$ cat config.mk
export PLATFORM = sky130hd
export DESIGN_NAME = rrlo_ctrl
export DESIGN_NICKNAME = d
export VERILOG_FILES = /design/src/rtl/rrlo_pkg.sv /design/src/rtl/rrlo_ctrl.sv
export SDC_FILE = /design/constraint.sdc
export NUM_CORES = 1
export LEC_CHECK = 0
export BUFFER_PORTS_ARGS = -buffer_cell sky130_fd_sc_hd__buf_2
export CELL_PAD_IN_SITES_DETAIL_PLACEMENT = 0
export CELL_PAD_IN_SITES_GLOBAL_PLACEMENT = 1
export CORE_MARGIN = 8
export CORE_UTILIZATION = 41
export CTS_CLUSTER_SIZE = 8
export DETAILED_ROUTE_END_ITERATION = 10
export PLACE_DENSITY_LB_ADDON = 0.1
export SYNTH_ARGS = -nofsm -noshare
export SYNTH_HDL_FRONTEND = slang
export SYNTH_SLANG_ARGS = --single-unit
$ cat constraint.sdc
create_clock -name clk -period 18.7 [get_ports clk]
set_clock_uncertainty 0.15 [all_clocks]
set_input_delay 3.74 -clock clk [delete_from_list [all_inputs] [get_ports clk]]
set_output_delay 3.74 -clock clk [all_outputs]
set_load 0.05 [all_outputs]
$ cat src/rtl/rrlo_pkg.sv
// shared constants, types and helpers for the record ring log
package rrlo_pkg;

  localparam int unsigned RING_BYTES = 1024;
  localparam int unsigned PTR_W      = $clog2(RING_BYTES);
  localparam int unsigned FILL_W     = $clog2(RING_BYTES + 1);
  localparam int unsigned SUM_W      = FILL_W + 1;
  localparam int unsigned LEN_W      = 16;
  localparam int unsigned CMP_W      = LEN_W + 2;
  localparam int unsigned HDR_BYTES  = 20;
  localparam int unsigned HDR_W      = 8 * HDR_BYTES;
  localparam int unsigned CHK_BYTES  = 4;
  localparam int unsigned CNT_W      = $clog2(HDR_BYTES + 1);

  localparam int unsigned KIND_W       = 2;
  localparam int unsigned STATUS_W     = 3;
  localparam int unsigned RLEN_W       = 10;
  localparam int unsigned WORD_W       = 32;
  localparam int unsigned IN_DATA_W    = 152;
  localparam int unsigned OUT_FIELDS_W = RLEN_W + 3 * WORD_W + 8;
  localparam int unsigned OUT_DATA_W   = 120;
  localparam int unsigned OUT_PAD_W    = OUT_DATA_W - OUT_FIELDS_W;

  localparam int unsigned CFG_AW    = 3;
  localparam int unsigned CFG_IDX_W = CFG_AW - 2;
  localparam int unsigned CFG_DW    = 32;

  localparam logic [KIND_W-1:0] K_WR_START = 2'd0;
  localparam logic [KIND_W-1:0] K_WR_BYTE  = 2'd1;
  localparam logic [KIND_W-1:0] K_RD_START = 2'd2;
  localparam logic [KIND_W-1:0] K_RD_BYTE  = 2'd3;

  localparam logic [STATUS_W-1:0] ST_OK        = 3'd0;
  localparam logic [STATUS_W-1:0] ST_TOO_LARGE = 3'd1;
  localparam logic [STATUS_W-1:0] ST_BAD_CHECK = 3'd2;
  localparam logic [STATUS_W-1:0] ST_EMPTY     = 3'd3;
  localparam logic [STATUS_W-1:0] ST_BUF_SMALL = 3'd4;
  localparam logic [STATUS_W-1:0] ST_NO_RECORD = 3'd5;

  localparam logic [CFG_IDX_W-1:0] REG_MAGIC_WORD = 1'd0;

  typedef logic [PTR_W-1:0]  ptr_t;
  typedef logic [FILL_W-1:0] fill_t;

  typedef struct packed {
    logic       we;
    ptr_t       waddr;
    logic [7:0] wdata;
    logic       re;
    ptr_t       raddr;
  } ram_req_t;

  // pointer advance modulo the ring size, n never above the ring size
  function automatic ptr_t wrap_add(ptr_t p, fill_t n);
    logic [SUM_W-1:0] s;
    s = SUM_W'(p) + SUM_W'(n);
    if (s >= SUM_W'(RING_BYTES)) begin
      s = s - SUM_W'(RING_BYTES);
    end
    return s[PTR_W-1:0];
  endfunction

endpackage

$ cat src/rtl/rrlo_ctrl.sv
// request sequencer: header store, eviction walk, header pop and payload bytes
module rrlo_ctrl
  import rrlo_pkg::*;
(
  input  logic                  clk,
  input  logic                  rst_n,
  input  logic [WORD_W-1:0]     magic_word,
  input  logic                  in_tvalid,
  output logic                  in_tready,
  input  logic [IN_DATA_W-1:0]  in_tdata,
  input  logic [KIND_W-1:0]     in_tuser,
  output logic                  out_tvalid,
  input  logic                  out_tready,
  output logic [OUT_DATA_W-1:0] out_tdata,
  output logic [STATUS_W-1:0]   out_tuser,
  output logic                  out_tlast,
  output ram_req_t              ram_req,
  input  logic [7:0]            ram_rdata
);

  localparam logic [3:0] S_IDLE  = 4'd0;
  localparam logic [3:0] S_PREP  = 4'd1;
  localparam logic [3:0] S_EVCHK = 4'd2;
  localparam logic [3:0] S_HL0   = 4'd3;
  localparam logic [3:0] S_HL1   = 4'd4;
  localparam logic [3:0] S_HDRW  = 4'd5;
  localparam logic [3:0] S_RCHK  = 4'd6;
  localparam logic [3:0] S_RHDR  = 4'd7;
  localparam logic [3:0] S_RDEC  = 4'd8;
  localparam logic [3:0] S_FIN   = 4'd9;

  logic [3:0] state_r, state_nxt;
  ptr_t       wp_r, wp_nxt;
  ptr_t       head_r, head_nxt;
  fill_t      fill_r, fill_nxt;
  fill_t      wr_rem_r, wr_rem_nxt;
  fill_t      rd_rem_r, rd_rem_nxt;
  logic       out_tvalid_r, out_tvalid_nxt;

  logic [HDR_W-1:0]      hdr_r, hdr_nxt;
  fill_t                 pay_r, pay_nxt;
  fill_t                 need_r, need_nxt;
  logic [LEN_W-1:0]      cap_r, cap_nxt;
  ptr_t                  rp_r, rp_nxt;
  logic [7:0]            lo_r, lo_nxt;
  logic [CNT_W-1:0]      cnt_r, cnt_nxt;
  logic                  is_wr_r, is_wr_nxt;
  logic [STATUS_W-1:0]   st_r, st_nxt;
  logic                  rec_ok_r, rec_ok_nxt;
  logic                  byte_ok_r, byte_ok_nxt;
  logic                  last_r, last_nxt;
  logic [OUT_DATA_W-1:0] out_tdata_r, out_tdata_nxt;
  logic [STATUS_W-1:0]   out_tuser_r, out_tuser_nxt;
  logic                  out_tlast_r, out_tlast_nxt;

  logic [LEN_W-1:0]  in_len;
  logic [WORD_W-1:0] in_chk, in_pid, in_sec, in_nsec;
  logic [7:0]        in_byte;
  logic              in_fire;
  logic              too_large, bad_chk, ev_hit, rd_small;
  fill_t             in_pay, in_need, close_n, f2;
  logic [LEN_W-1:0]  ev_len, rd_len;
  logic [RLEN_W-1:0] o_len;
  logic [WORD_W-1:0] o_pid, o_sec, o_nsec;
  logic [7:0]        o_byte;

  assign in_len  = in_tdata[15:0];
  assign in_chk  = in_tdata[47:16];
  assign in_pid  = in_tdata[79:48];
  assign in_sec  = in_tdata[111:80];
  assign in_nsec = in_tdata[143:112];
  assign in_byte = in_tdata[151:144];

  assign in_tready  = (state_r == S_IDLE);
  assign in_fire    = in_tvalid && in_tready;
  assign out_tvalid = out_tvalid_r;
  assign out_tdata  = out_tdata_r;
  assign out_tuser  = out_tuser_r;
  assign out_tlast  = out_tlast_r;

  assign too_large = (CMP_W'(in_len) + CMP_W'(HDR_BYTES)) > CMP_W'(RING_BYTES);
  assign bad_chk   = (in_len < LEN_W'(CHK_BYTES)) || (in_chk != magic_word);
  assign in_pay    = FILL_W'(in_len - LEN_W'(CHK_BYTES));
  assign in_need   = FILL_W'(CMP_W'(in_len) + CMP_W'(HDR_BYTES));
  assign close_n   = (rd_rem_r < fill_r) ? rd_rem_r : fill_r;
  assign ev_hit    = (fill_r != '0) &&
                     ((SUM_W'(need_r) + SUM_W'(fill_r)) >= SUM_W'(RING_BYTES));
  assign f2        = fill_r - FILL_W'(HDR_BYTES);
  assign ev_len    = {ram_rdata, lo_r};
  assign rd_len    = hdr_r[15:0];
  assign rd_small  = CMP_W'(cap_r) < (CMP_W'(rd_len) + CMP_W'(HDR_BYTES));

  assign o_len  = rec_ok_r  ? hdr_r[RLEN_W-1:0] : '0;
  assign o_pid  = rec_ok_r  ? hdr_r[63:32]      : '0;
  assign o_sec  = rec_ok_r  ? hdr_r[127:96]     : '0;
  assign o_nsec = rec_ok_r  ? hdr_r[159:128]    : '0;
  assign o_byte = byte_ok_r ? ram_rdata         : '0;

  always_comb begin
    state_nxt      = state_r;
    wp_nxt         = wp_r;
    head_nxt       = head_r;
    fill_nxt       = fill_r;
    wr_rem_nxt     = wr_rem_r;
    rd_rem_nxt     = rd_rem_r;
    hdr_nxt        = hdr_r;
    pay_nxt        = pay_r;
    need_nxt       = need_r;
    cap_nxt        = cap_r;
    rp_nxt         = rp_r;
    lo_nxt         = lo_r;
    cnt_nxt        = cnt_r;
    is_wr_nxt      = is_wr_r;
    st_nxt         = st_r;
    rec_ok_nxt     = rec_ok_r;
    byte_ok_nxt    = byte_ok_r;
    last_nxt       = last_r;
    out_tvalid_nxt = out_tvalid_r && !out_tready;
    out_tdata_nxt  = out_tdata_r;
    out_tuser_nxt  = out_tuser_r;
    out_tlast_nxt  = out_tlast_r;

    ram_req.we    = 1'b0;
    ram_req.waddr = wp_r;
    ram_req.wdata = in_byte;
    ram_req.re    = 1'b0;
    ram_req.raddr = head_r;

    unique case (state_r)
      S_IDLE: begin
        ram_req.re = 1'b1;
        if (in_fire) begin
          st_nxt      = ST_OK;
          rec_ok_nxt  = 1'b0;
          byte_ok_nxt = 1'b0;
          last_nxt    = 1'b0;
          unique case (in_tuser)
            K_WR_START: begin
              if (too_large) begin
                st_nxt    = ST_TOO_LARGE;
                state_nxt = S_FIN;
              end else if (bad_chk) begin
                st_nxt    = ST_BAD_CHECK;
                state_nxt = S_FIN;
              end else begin
                hdr_nxt    = {in_nsec, in_sec, {WORD_W{1'b0}}, in_pid,
                              LEN_W'(HDR_BYTES), LEN_W'(in_pay)};
                pay_nxt    = in_pay;
                need_nxt   = in_need;
                wp_nxt     = wrap_add(wp_r, wr_rem_r);
                wr_rem_nxt = '0;
                is_wr_nxt  = 1'b1;
                state_nxt  = S_PREP;
              end
            end
            K_WR_BYTE: begin
              if (wr_rem_r == '0) begin
                st_nxt = ST_NO_RECORD;
              end else begin
                ram_req.we = 1'b1;
                wp_nxt     = wrap_add(wp_r, FILL_W'(1));
                wr_rem_nxt = wr_rem_r - FILL_W'(1);
              end
              state_nxt = S_FIN;
            end
            K_RD_START: begin
              cap_nxt   = in_len;
              is_wr_nxt = 1'b0;
              state_nxt = S_PREP;
            end
            K_RD_BYTE: begin
              if ((rd_rem_r == '0) || (fill_r == '0)) begin
                st_nxt     = ST_NO_RECORD;
                rd_rem_nxt = '0;
              end else begin
                byte_ok_nxt = 1'b1;
                head_nxt    = wrap_add(head_r, FILL_W'(1));
                fill_nxt    = fill_r - FILL_W'(1);
                rd_rem_nxt  = rd_rem_r - FILL_W'(1);
                last_nxt    = (rd_rem_r == FILL_W'(1));
              end
              state_nxt = S_FIN;
            end
          endcase
        end
      end
      S_PREP: begin
        // discard the unread rest of the record being read
        head_nxt   = wrap_add(head_r, close_n);
        fill_nxt   = fill_r - close_n;
        rd_rem_nxt = '0;
        state_nxt  = is_wr_r ? S_EVCHK : S_RCHK;
      end
      S_EVCHK: begin
        if (!ev_hit) begin
          cnt_nxt   = '0;
          state_nxt = S_HDRW;
        end else if (fill_r < FILL_W'(HDR_BYTES)) begin
          head_nxt  = wp_r;
          fill_nxt  = '0;
          cnt_nxt   = '0;
          state_nxt = S_HDRW;
        end else begin
          ram_req.re    = 1'b1;
          ram_req.raddr = head_r;
          rp_nxt        = wrap_add(head_r, FILL_W'(1));
          state_nxt     = S_HL0;
        end
      end
      S_HL0: begin
        ram_req.re    = 1'b1;
        ram_req.raddr = rp_r;
        lo_nxt        = ram_rdata;
        state_nxt     = S_HL1;
      end
      S_HL1: begin
        // drop oldest record, or empty the ring on a damaged length
        if (CMP_W'(ev_len) > CMP_W'(f2)) begin
          head_nxt = wp_r;
          fill_nxt = '0;
        end else begin
          head_nxt = wrap_add(head_r, FILL_W'(HDR_BYTES) + FILL_W'(ev_len));
          fill_nxt = f2 - FILL_W'(ev_len);
        end
        state_nxt = S_EVCHK;
      end
      S_HDRW: begin
        ram_req.we    = 1'b1;
        ram_req.waddr = wp_r;
        ram_req.wdata = hdr_r[7:0];
        hdr_nxt       = {8'h00, hdr_r[HDR_W-1:8]};
        wp_nxt        = wrap_add(wp_r, FILL_W'(1));
        cnt_nxt       = cnt_r + CNT_W'(1);
        if (cnt_r == CNT_W'(HDR_BYTES - 1)) begin
          fill_nxt   = fill_r + FILL_W'(HDR_BYTES) + pay_r;
          wr_rem_nxt = pay_r;
          st_nxt     = ST_OK;
          state_nxt  = S_FIN;
        end
      end
      S_RCHK: begin
        if (fill_r < FILL_W'(HDR_BYTES)) begin
          if (fill_r != '0) begin
            head_nxt = wp_r;
            fill_nxt = '0;
          end
          st_nxt    = ST_EMPTY;
          state_nxt = S_FIN;
        end else begin
          rp_nxt    = head_r;
          cnt_nxt   = '0;
          state_nxt = S_RHDR;
        end
      end
      S_RHDR: begin
        ram_req.re    = (cnt_r < CNT_W'(HDR_BYTES));
        ram_req.raddr = rp_r;
        rp_nxt        = wrap_add(rp_r, FILL_W'(1));
        cnt_nxt       = cnt_r + CNT_W'(1);
        if (cnt_r != '0) begin
          hdr_nxt = {ram_rdata, hdr_r[HDR_W-1:8]};
        end
        if (cnt_r == CNT_W'(HDR_BYTES)) begin
          state_nxt = S_RDEC;
        end
      end
      S_RDEC: begin
        if (rd_small) begin
          st_nxt = ST_BUF_SMALL;
        end else begin
          rec_ok_nxt = 1'b1;
          if (CMP_W'(rd_len) > CMP_W'(f2)) begin
            head_nxt   = wp_r;
            fill_nxt   = '0;
            rd_rem_nxt = '0;
          end else begin
            head_nxt   = wrap_add(head_r, FILL_W'(HDR_BYTES));
            fill_nxt   = f2;
            rd_rem_nxt = FILL_W'(rd_len);
          end
        end
        state_nxt = S_FIN;
      end
      S_FIN: begin
        if (!out_tvalid_r || out_tready) begin
          out_tvalid_nxt = 1'b1;
          out_tdata_nxt  = {{OUT_PAD_W{1'b0}}, o_byte, o_nsec, o_sec, o_pid, o_len};
          out_tuser_nxt  = st_r;
          out_tlast_nxt  = last_r;
          state_nxt      = S_IDLE;
        end
      end
      default: begin
        state_nxt = S_IDLE;
      end
    endcase
  end

  always_ff @(posedge clk) begin
    if (!rst_n) begin
      state_r      <= S_IDLE;
      wp_r         <= '0;
      head_r       <= '0;
      fill_r       <= '0;
      wr_rem_r     <= '0;
      rd_rem_r     <= '0;
      out_tvalid_r <= 1'b0;
    end else begin
      state_r      <= state_nxt;
      wp_r         <= wp_nxt;
      head_r       <= head_nxt;
      fill_r       <= fill_nxt;
      wr_rem_r     <= wr_rem_nxt;
      rd_rem_r     <= rd_rem_nxt;
      out_tvalid_r <= out_tvalid_nxt;
    end
  end

  always_ff @(posedge clk) begin
    hdr_r       <= hdr_nxt;
    pay_r       <= pay_nxt;
    need_r      <= need_nxt;
    cap_r       <= cap_nxt;
    rp_r        <= rp_nxt;
    lo_r        <= lo_nxt;
    cnt_r       <= cnt_nxt;
    is_wr_r     <= is_wr_nxt;
    st_r        <= st_nxt;
    rec_ok_r    <= rec_ok_nxt;
    byte_ok_r   <= byte_ok_nxt;
    last_r      <= last_nxt;
    out_tdata_r <= out_tdata_nxt;
    out_tuser_r <= out_tuser_nxt;
    out_tlast_r <= out_tlast_nxt;
  end

endmodule
==> impl_metrics.py, run 1 <==
metrics = {
    "sta": {
        "max_slew_margin": 0.1406,
        "tns_ps": 0,
        "finalHoldViolations": 0,
        "worstMarginPinSlew_ps": 1284,
        "final.setup.worst_slack_ps": 9219,
        "setup_viol": 0,
        "fmax_mhz": 105.5,
        "worst_hold_slack_ps": 298.9,
        "rsz0062_at_grt": "no",
        "finalCritPeriodShare": 0.5070,
        "slew_violations": 0,
        "min_period_ps": 9481,
    },
    "route": {
        "firstDrtPassIters": 8,
        "drc": 0,
        "detail-route-antenna-nets": 0,
        "drt-wirelength-per-cell_um": 22.42,
        "drtIter0Drc": 1533,
        "vias": 18820,
        "viasPerCell": 5.490,
        "postRouteWirelength_um": 76860,
    },
    "synth": {
        "synth-edff-count": 343,
        "yosysWarnings": 0,
        "synth_seq_cells": 401,
        "seq_area_frac_synth": 0.4950,
        "syn_area_per_cell_um2": 9.998,
        "synth_cells": 2316,
        "syn_area_mm2": 0.02315,
        "ys.flop_type": "edfxtp_1",
        "synth_cell_type_count": 82,
        "ys_async_sr_fraction": 0,
    },
    "die": {
        "die_w_um": 253.6,
        "die-height_um": 253.6,
        "rows": 87,
        "io_pins": 354,
        "core_mm2": 0.05617,
        "die-area_mm2": 0.06434,
        "initial_utilization": 0.4122,
    },
    "status": {
        "outcome": "finished, final reports clean",
    },
    "grt": {
        "grt_overflow_total": 0,
        "grt_usage": 0.2304,
        "grt_start_max_net_pins": 161,
        "grt_pass1_vias": 18860,
        "antenna_found_initial": 3,
        "grt_first_pass_wirelength_um": 114500,
    },
    "clocking": {
        "cts_resized": 0,
        "clkTransAtPathRegs_ps": 50,
        "clk_latency_ps": 610,
        "cts_tree": "built",
        "clock-root-buffer": "clkbuf_16",
        "cts.sinks": 401,
        "cts_setup_buffers": 0,
        "cts_max_level": 2,
        "ctsHoldBuffers": 0,
        "cts_buffer_depth": 3,
        "numCtsBuffers": 57,
    },
    "power": {
        "peakVddDrop_mv": 0.09609,
        "internal-power_mw": 2.455,
        "seqPwrFrac": 0.319,
        "power_density_mw_per_mm2": 157.1,
        "p_comb_frac": 0.456,
        "p_sw_frac": 0.4272,
        "clkPwrFrac": 0.225,
        "power_leakage_nw": 11.29,
        "power_switching_mw": 1.831,
    },
    "placement": {
        "routabilityCongestion": 0.8905,
        "placed_area_mm2": 0.02564,
        "portBuffers": 347,
        "pre_cts_slack_ps": 9223,
        "dp_hpwl_um": 56070,
    },
    "worst_setup_path": {
        "end_kind": "output port",
        "critPathLaunchType": "input pin",
        "timing.rr.end": "fill_r[8]",
        "r2r-start": "fill_r[2]",
        "worstRegToRegCells": 19,
        "regToRegSetupSlack_ps": 13330,
        "crit_type": "in -> out",
        "crit_required_ps": 14810,
        "cp_max_fo": 11,
        "cp.arrival_ps": 5590,
    },
    "finish": {
        "syn2layout_area_growth_pct": 17.85,
        "final_cell_area_mm2": 0.02729,
        "final_util": 0.4858,
        "layout-drive-gt1-share": 0.1861,
        "nets": 2980,
    },
    "worst_hold_path": {
        "min_path_type": "reg -> reg",
        "min_path_cells": 0,
        "min_to": "out_tlast",
        "holdCritStartpoint": "last_r",
    },
    "job": {
        "cap_violations": 0,
    },
}
==> worst max-delay path by stage <==
stage | startpoint | to | slack, ps | cells past startpoint
2_1_floorplan | out_tready | out_tdata[0] | 2750 | 2
3_3_place_gp | in_tuser[0] | ram_req[29] | 9260 | 5
3_5_place_dp | in_tuser[0] | ram_req[29] | 9220 | 5
4_1_cts | in_tuser[0] | ram_req[29] | 9220 | 5
5_1_grt | in_tuser[0] | ram_req[29] | 9230 | 5
6_report | in_tuser[0] | ram_req[29] | 9220 | 5
==> cell usage after synthesis (13+ instances only) <==
library cell / number / share of area
a211oi_1: 25 / 0.0081
a21o_1: 19 / 0.0062
a21oi_1: 110 / 0.024
a221oi_1: 17 / 0.0064
a31oi_1: 17 / 0.0046
and2_1: 121 / 0.033
and3_1: 70 / 0.019
clkbuf_1: 97 / 0.016
dfxtp_1: 58 / 0.050
edfxtp_1: 343 / 0.44
ha_1: 137 / 0.074
inv_1: 80 / 0.013
mux2_2: 22 / 0.011
nand2_1: 416 / 0.067
nand2b_1: 21 / 0.0057
nand3_1: 50 / 0.011
nand4_1: 23 / 0.0062
nor2_1: 133 / 0.022
nor2b_1: 22 / 0.0059
nor3_1: 43 / 0.0093
nor4_1: 17 / 0.0046
o21ai_0: 120 / 0.026
or3_1: 13 / 0.0035
xnor2_1: 82 / 0.031
xor2_1: 54 / 0.020
==> routing by layer <==
metal / part of all wire / track usage / up-vias
met5: 0.00016 / 0 / -
met4: 0.025 / 0.06423 / 2
met3: 0.057 / 0.03957 / 112
met2: 0.48 / 0.3885 / 553
met1: 0.43 / 0.3038 / 9180
li1: - / - / 8977
==> layout by cell type, fill, tap and decap left out, types with 13 or more instances in the layout <==
cell and count:
nand2_1 415, buf_2 347, edfxtp_1 343, ha_1 137, nor2_1 132, o21ai_0 120
and2_1 120, a21oi_1 110, xnor2_1 82, inv_1 79, and3_1 70, clkbuf_16 58
dfxtp_1 57, xor2_1 54, nand3_1 50, nor3_1 42, clkbuf_1 29, a211oi_1 25
buf_4 25, nand4_1 23, mux2_2 22, nand2b_1 21, nor2b_1 21, a21o_1 19
a31oi_1 17, a221oi_1 16, nor4_1 15, or3_1 13
==> metrics by stage <==
step / std cells / power, mW
2_1_floorplan: 2321 / 2.743
3_3_place_gp: 3334 / 3.292
3_5_place_dp: 3334 / 3.313
4_1_cts: 3426 / 4.297
5_1_grt: 3426 / 4.548
6_report: 3429 / 4.286
==> logic make-up (layout without fill, tap and decap cells) <==
| kind of cell | after synthesis | after routing | share of synthesized area |
|---|---|---|---|
| muxes | 31 | 31 | 0.01459 |
| adders and majority gates | 145 | 145 | 0.08095 |
| AOI/OAI and AO/OA | 434 | 434 | 0.1226 |
| other | 1 | 9 | 0.0001620 |
| buffers and inverters | 197 | 546 | 0.03399 |
| and+or+nand+nor | 971 | 971 | 0.2013 |
| DFF | 401 | 401 | 0.4950 |
| xor gates and xnor gates | 136 | 136 | 0.05144 |
==> state kept, by name, indices dropped and copies added (netlist names), 10 cells and up <==
register and flops:
rd_rem_r 11, wp_r 10, fill_r 11, rp_r 10, out_tdata 114, head_r 10
hdr_r 160, cap_r 16, wr_rem_r 11, pay_r 11
==> layout make-up <==
| type | instances | area, um^2 |
|---|---|---|
| tap | 756 | 945.9 |
| inverter | 81 | 304.0 |
| multi-input combinational | 1723 | 10990 |
| timing repair buffer | 373 | 1944 |
| sequential | 401 | 11460 |
| clock inverter | 4 | 63.81 |
| fill | 5411 | 28880 |
| antenna | 3 | 7.507 |
| clock buffer | 88 | 1574 |
==> power groups by stage <==
| stage | Sequential (mW) | Clock (mW) | Combinational, mW |
|---|---|---|---|
| 3_3_place_gp | 1.38 | 0 | 1.91 |
| 2_1_floorplan | 1.42 | 0 | 1.32 |
| 6_report | 1.37 | 0.964 | 1.95 |
| 3_5_place_dp | 1.38 | 0 | 1.93 |
| 5_1_grt | 1.39 | 1.02 | 2.14 |
| 4_1_cts | 1.37 | 0.987 | 1.94 |
==> critical path, stage by stage <==
cell,delay (ps)
buf_2,180
nor2b_1,460
nand2_1,130
o21ai_0,670
buf_2,400
(Power assumes the default switching activity.)
==> run 2, diff against run 1 <==
==> constraint.sdc (replaced) <==
create_clock -name clk -period 8.1 [get_ports clk]
set_clock_uncertainty 0.15 [all_clocks]
set_input_delay 1.62 -clock clk [delete_from_list [all_inputs] [get_ports clk]]
set_output_delay 1.62 -clock clk [all_outputs]
set_load 0.05 [all_outputs]
==> run 2 against run 1 <==
Effect of this change: count of clock-buffer cells in the layout decreased by 1; power increased by 130%; via count fell by 0.40%; global-route usage is 0.095 points higher; first-iteration DRC count decreased by 13%; sequential power up 130%; clock power increased by 120%; worst setup slack worse by 6800 ps; register-to-register slack got worse by 10000 ps; non-clock buffer count fell by 3; sequential share of layout area grew 0.073 points.
==> impl_metrics.py, run 2 (same netlist as run 1, synthesis figures left out) <==
metrics = {
    "job": {
        "cap_violations": 0,
    },
    "route": {
        "drtIter0Drc": 1327,
        "vias": 18750,
        "postRouteWirelength_um": 76700,
        "viasPerCell": 5.477,
        "drt-wirelength-per-cell_um": 22.41,
        "firstDrtPassIters": 5,
        "detail-route-antenna-nets": 0,
        "drc": 0,
    },
    "sta": {
        "worstMarginPinSlew_ps": 1150,
        "tns_ps": 0,
        "worst_hold_slack_ps": 298.5,
        "finalHoldViolations": 0,
        "fmax_mhz": 176.0,
        "slew_violations": 0,
        "max_slew_margin": 0.2323,
        "rsz0062_at_grt": "no",
        "finalCritPeriodShare": 0.7014,
        "setup_viol": 0,
        "min_period_ps": 5682,
        "final.setup.worst_slack_ps": 2418,
    },
    "finish": {
        "regMostFlops": "hdr_r",
        "syn2layout_area_growth_pct": 17.65,
        "largest_register_ffs": 160,
        "final_common_cell": "nand2_1",
        "layout-drive-gt1-share": 0.1846,
        "final_cell_mix": "414 x nand2_1, 347 x buf_2, 343 x edfxtp_1, 136 x ha_1, 132 x nor2_1",
        "nets": 2976,
        "final_cells": 3423,
        "fill_cells": 5360,
    },
    "die": {
        "core_mm2": 0.05617,
        "rows": 87,
        "die_w_um": 253.6,
        "io_pins": 354,
        "die-height_um": 253.6,
        "initial_utilization": 0.4122,
        "die-area_mm2": 0.06434,
    },
    "clocking": {
        "clk_latency_ps": 600,
        "ctsHoldBuffers": 0,
        "clkTransAtPathRegs_ps": 50,
        "numCtsBuffers": 56,
        "cts.sinks": 401,
        "cts_resized": 0,
        "cts_setup_buffers": 0,
        "clock-root-buffer": "clkbuf_16",
        "cts_tree": "built",
        "cts_max_level": 2,
        "cts_buffer_depth": 3,
    },
    "placement": {
        "dp_hpwl_um": 56450,
        "routabilityCongestion": 0.9019,
        "numPlacedInstances": 3331,
        "pre_cts_slack_ps": 2617,
        "portBuffers": 347,
    },
    "power": {
        "clkPwrFrac": 0.221,
        "power_leakage_nw": 11.25,
        "power_density_mw_per_mm2": 359.6,
        "power_switching_mw": 4.173,
        "seqPwrFrac": 0.325,
        "peakVddDrop_mv": 0.2219,
        "p_comb_frac": 0.454,
        "internal-power_mw": 5.622,
        "p_sw_frac": 0.4261,
    },
    "grt": {
        "grt_start_max_net_pins": 161,
        "grt_usage": 0.2314,
        "grt_overflow_total": 0,
        "grt_first_pass_wirelength_um": 114900,
        "grt_pass1_vias": 18760,
        "antenna_found_initial": 5,
    },
    "worst_hold_path": {
        "min_path_type": "reg -> reg",
        "min_path_cells": 0,
        "holdCritStartpoint": "st_r[2]",
        "min_to": "out_tuser[2]",
    },
    "worst_setup_path": {
        "cp_max_fo": 9,
        "cp.arrival_ps": 3910,
        "timing.rr.end": "fill_r[8]",
        "regToRegSetupSlack_ps": 3090,
        "crit_type": "reg -> out",
        "crit_required_ps": 6330,
        "cpPeakStageDelay_ps": 600,
        "r2r-start": "fill_r[2]",
        "worstRegToRegCells": 19,
        "critPathLaunchType": "flop",
        "end_kind": "output port",
        "cp_cell_sequence": "inv_1 > ha_1 > nor2b_1 > o211ai_1 > a2111o_1 > nand3_1 > o21ai_0 > a211oi_1 > a21oi_1 > a311oi_1 > buf_2",
        "worst_path_max_delay_cell": "dfxtp_1",
    },
    "status": {
        "outcome": "finished, final reports clean",
    },
}
## run 2: worst max-delay path by stage
stage | start | endpoint | slack, ps
after CTS | fill_r[2] | ram_req[10] | 2370
final | fill_r[2] | ram_req[10] | 2420
after global placement | in_tdata[2] | hdr_r[135] | 2610
after global routing | fill_r[2] | ram_req[10] | 2150
after floorplan | in_tdata[2] | hdr_r[0] | 10
after detailed placement | in_tdata[2] | hdr_r[152] | 2620
## run 2: cell type report
class,instances,area [um^2],area share
Multi-Input combinational cell,1723,11010,0.4042
Sequential cell,401,11460,0.4208
Tap cell,756,945.9,0.03472
Inverter,81,304.0,0.01116
Clock inverter,3,50.05,0.001837
Clock buffer,87,1528,0.05608
Antenna cell,2,5.005,0.0001837
Timing Repair Buffer,370,1934,0.07101
## run 2: worst max-delay path: cells and delay by family (launching register included)
| kind | cells | cell delay (ps) |
|---|---|---|
| AO/OA/AOI/OAI | 6 | 1330 |
| buffers and inverters | 2 | 610 |
| flip-flops | 1 | 600 |
| adder cells (fa/ha/maj) | 1 | 430 |
| AND/OR/NAND/NOR | 2 | 330 |
## run 2: stage by stage
step	util	cell area [um^2]	total power, mW
after CTS	0.4849	27240	9.836
after global routing	0.4849	27240	10.40
after detailed placement	0.4568	25660	7.625
after global placement	0.4568	25660	7.569
final	0.4850	27240	9.795
after floorplan	-	23220	6.303
## run 2: power groups by stage
stage	Clock (mW)	Sequential (mW)	Combinational, mW
after floorplan	0	3.25	3.05
after global placement	0	3.21	4.36
after detailed placement	0	3.22	4.41
after CTS	2.22	3.18	4.43
after global routing	2.29	3.23	4.87
final	2.16	3.19	4.45
## run 2: routing by layer
metal  wire [um]  global-route usage  part of all wire
met5          16                   0           0.00021
met4        1826             0.06030             0.024
met3        4246             0.03926             0.055
met2       37380              0.3920              0.49
met1       33230              0.3054              0.43
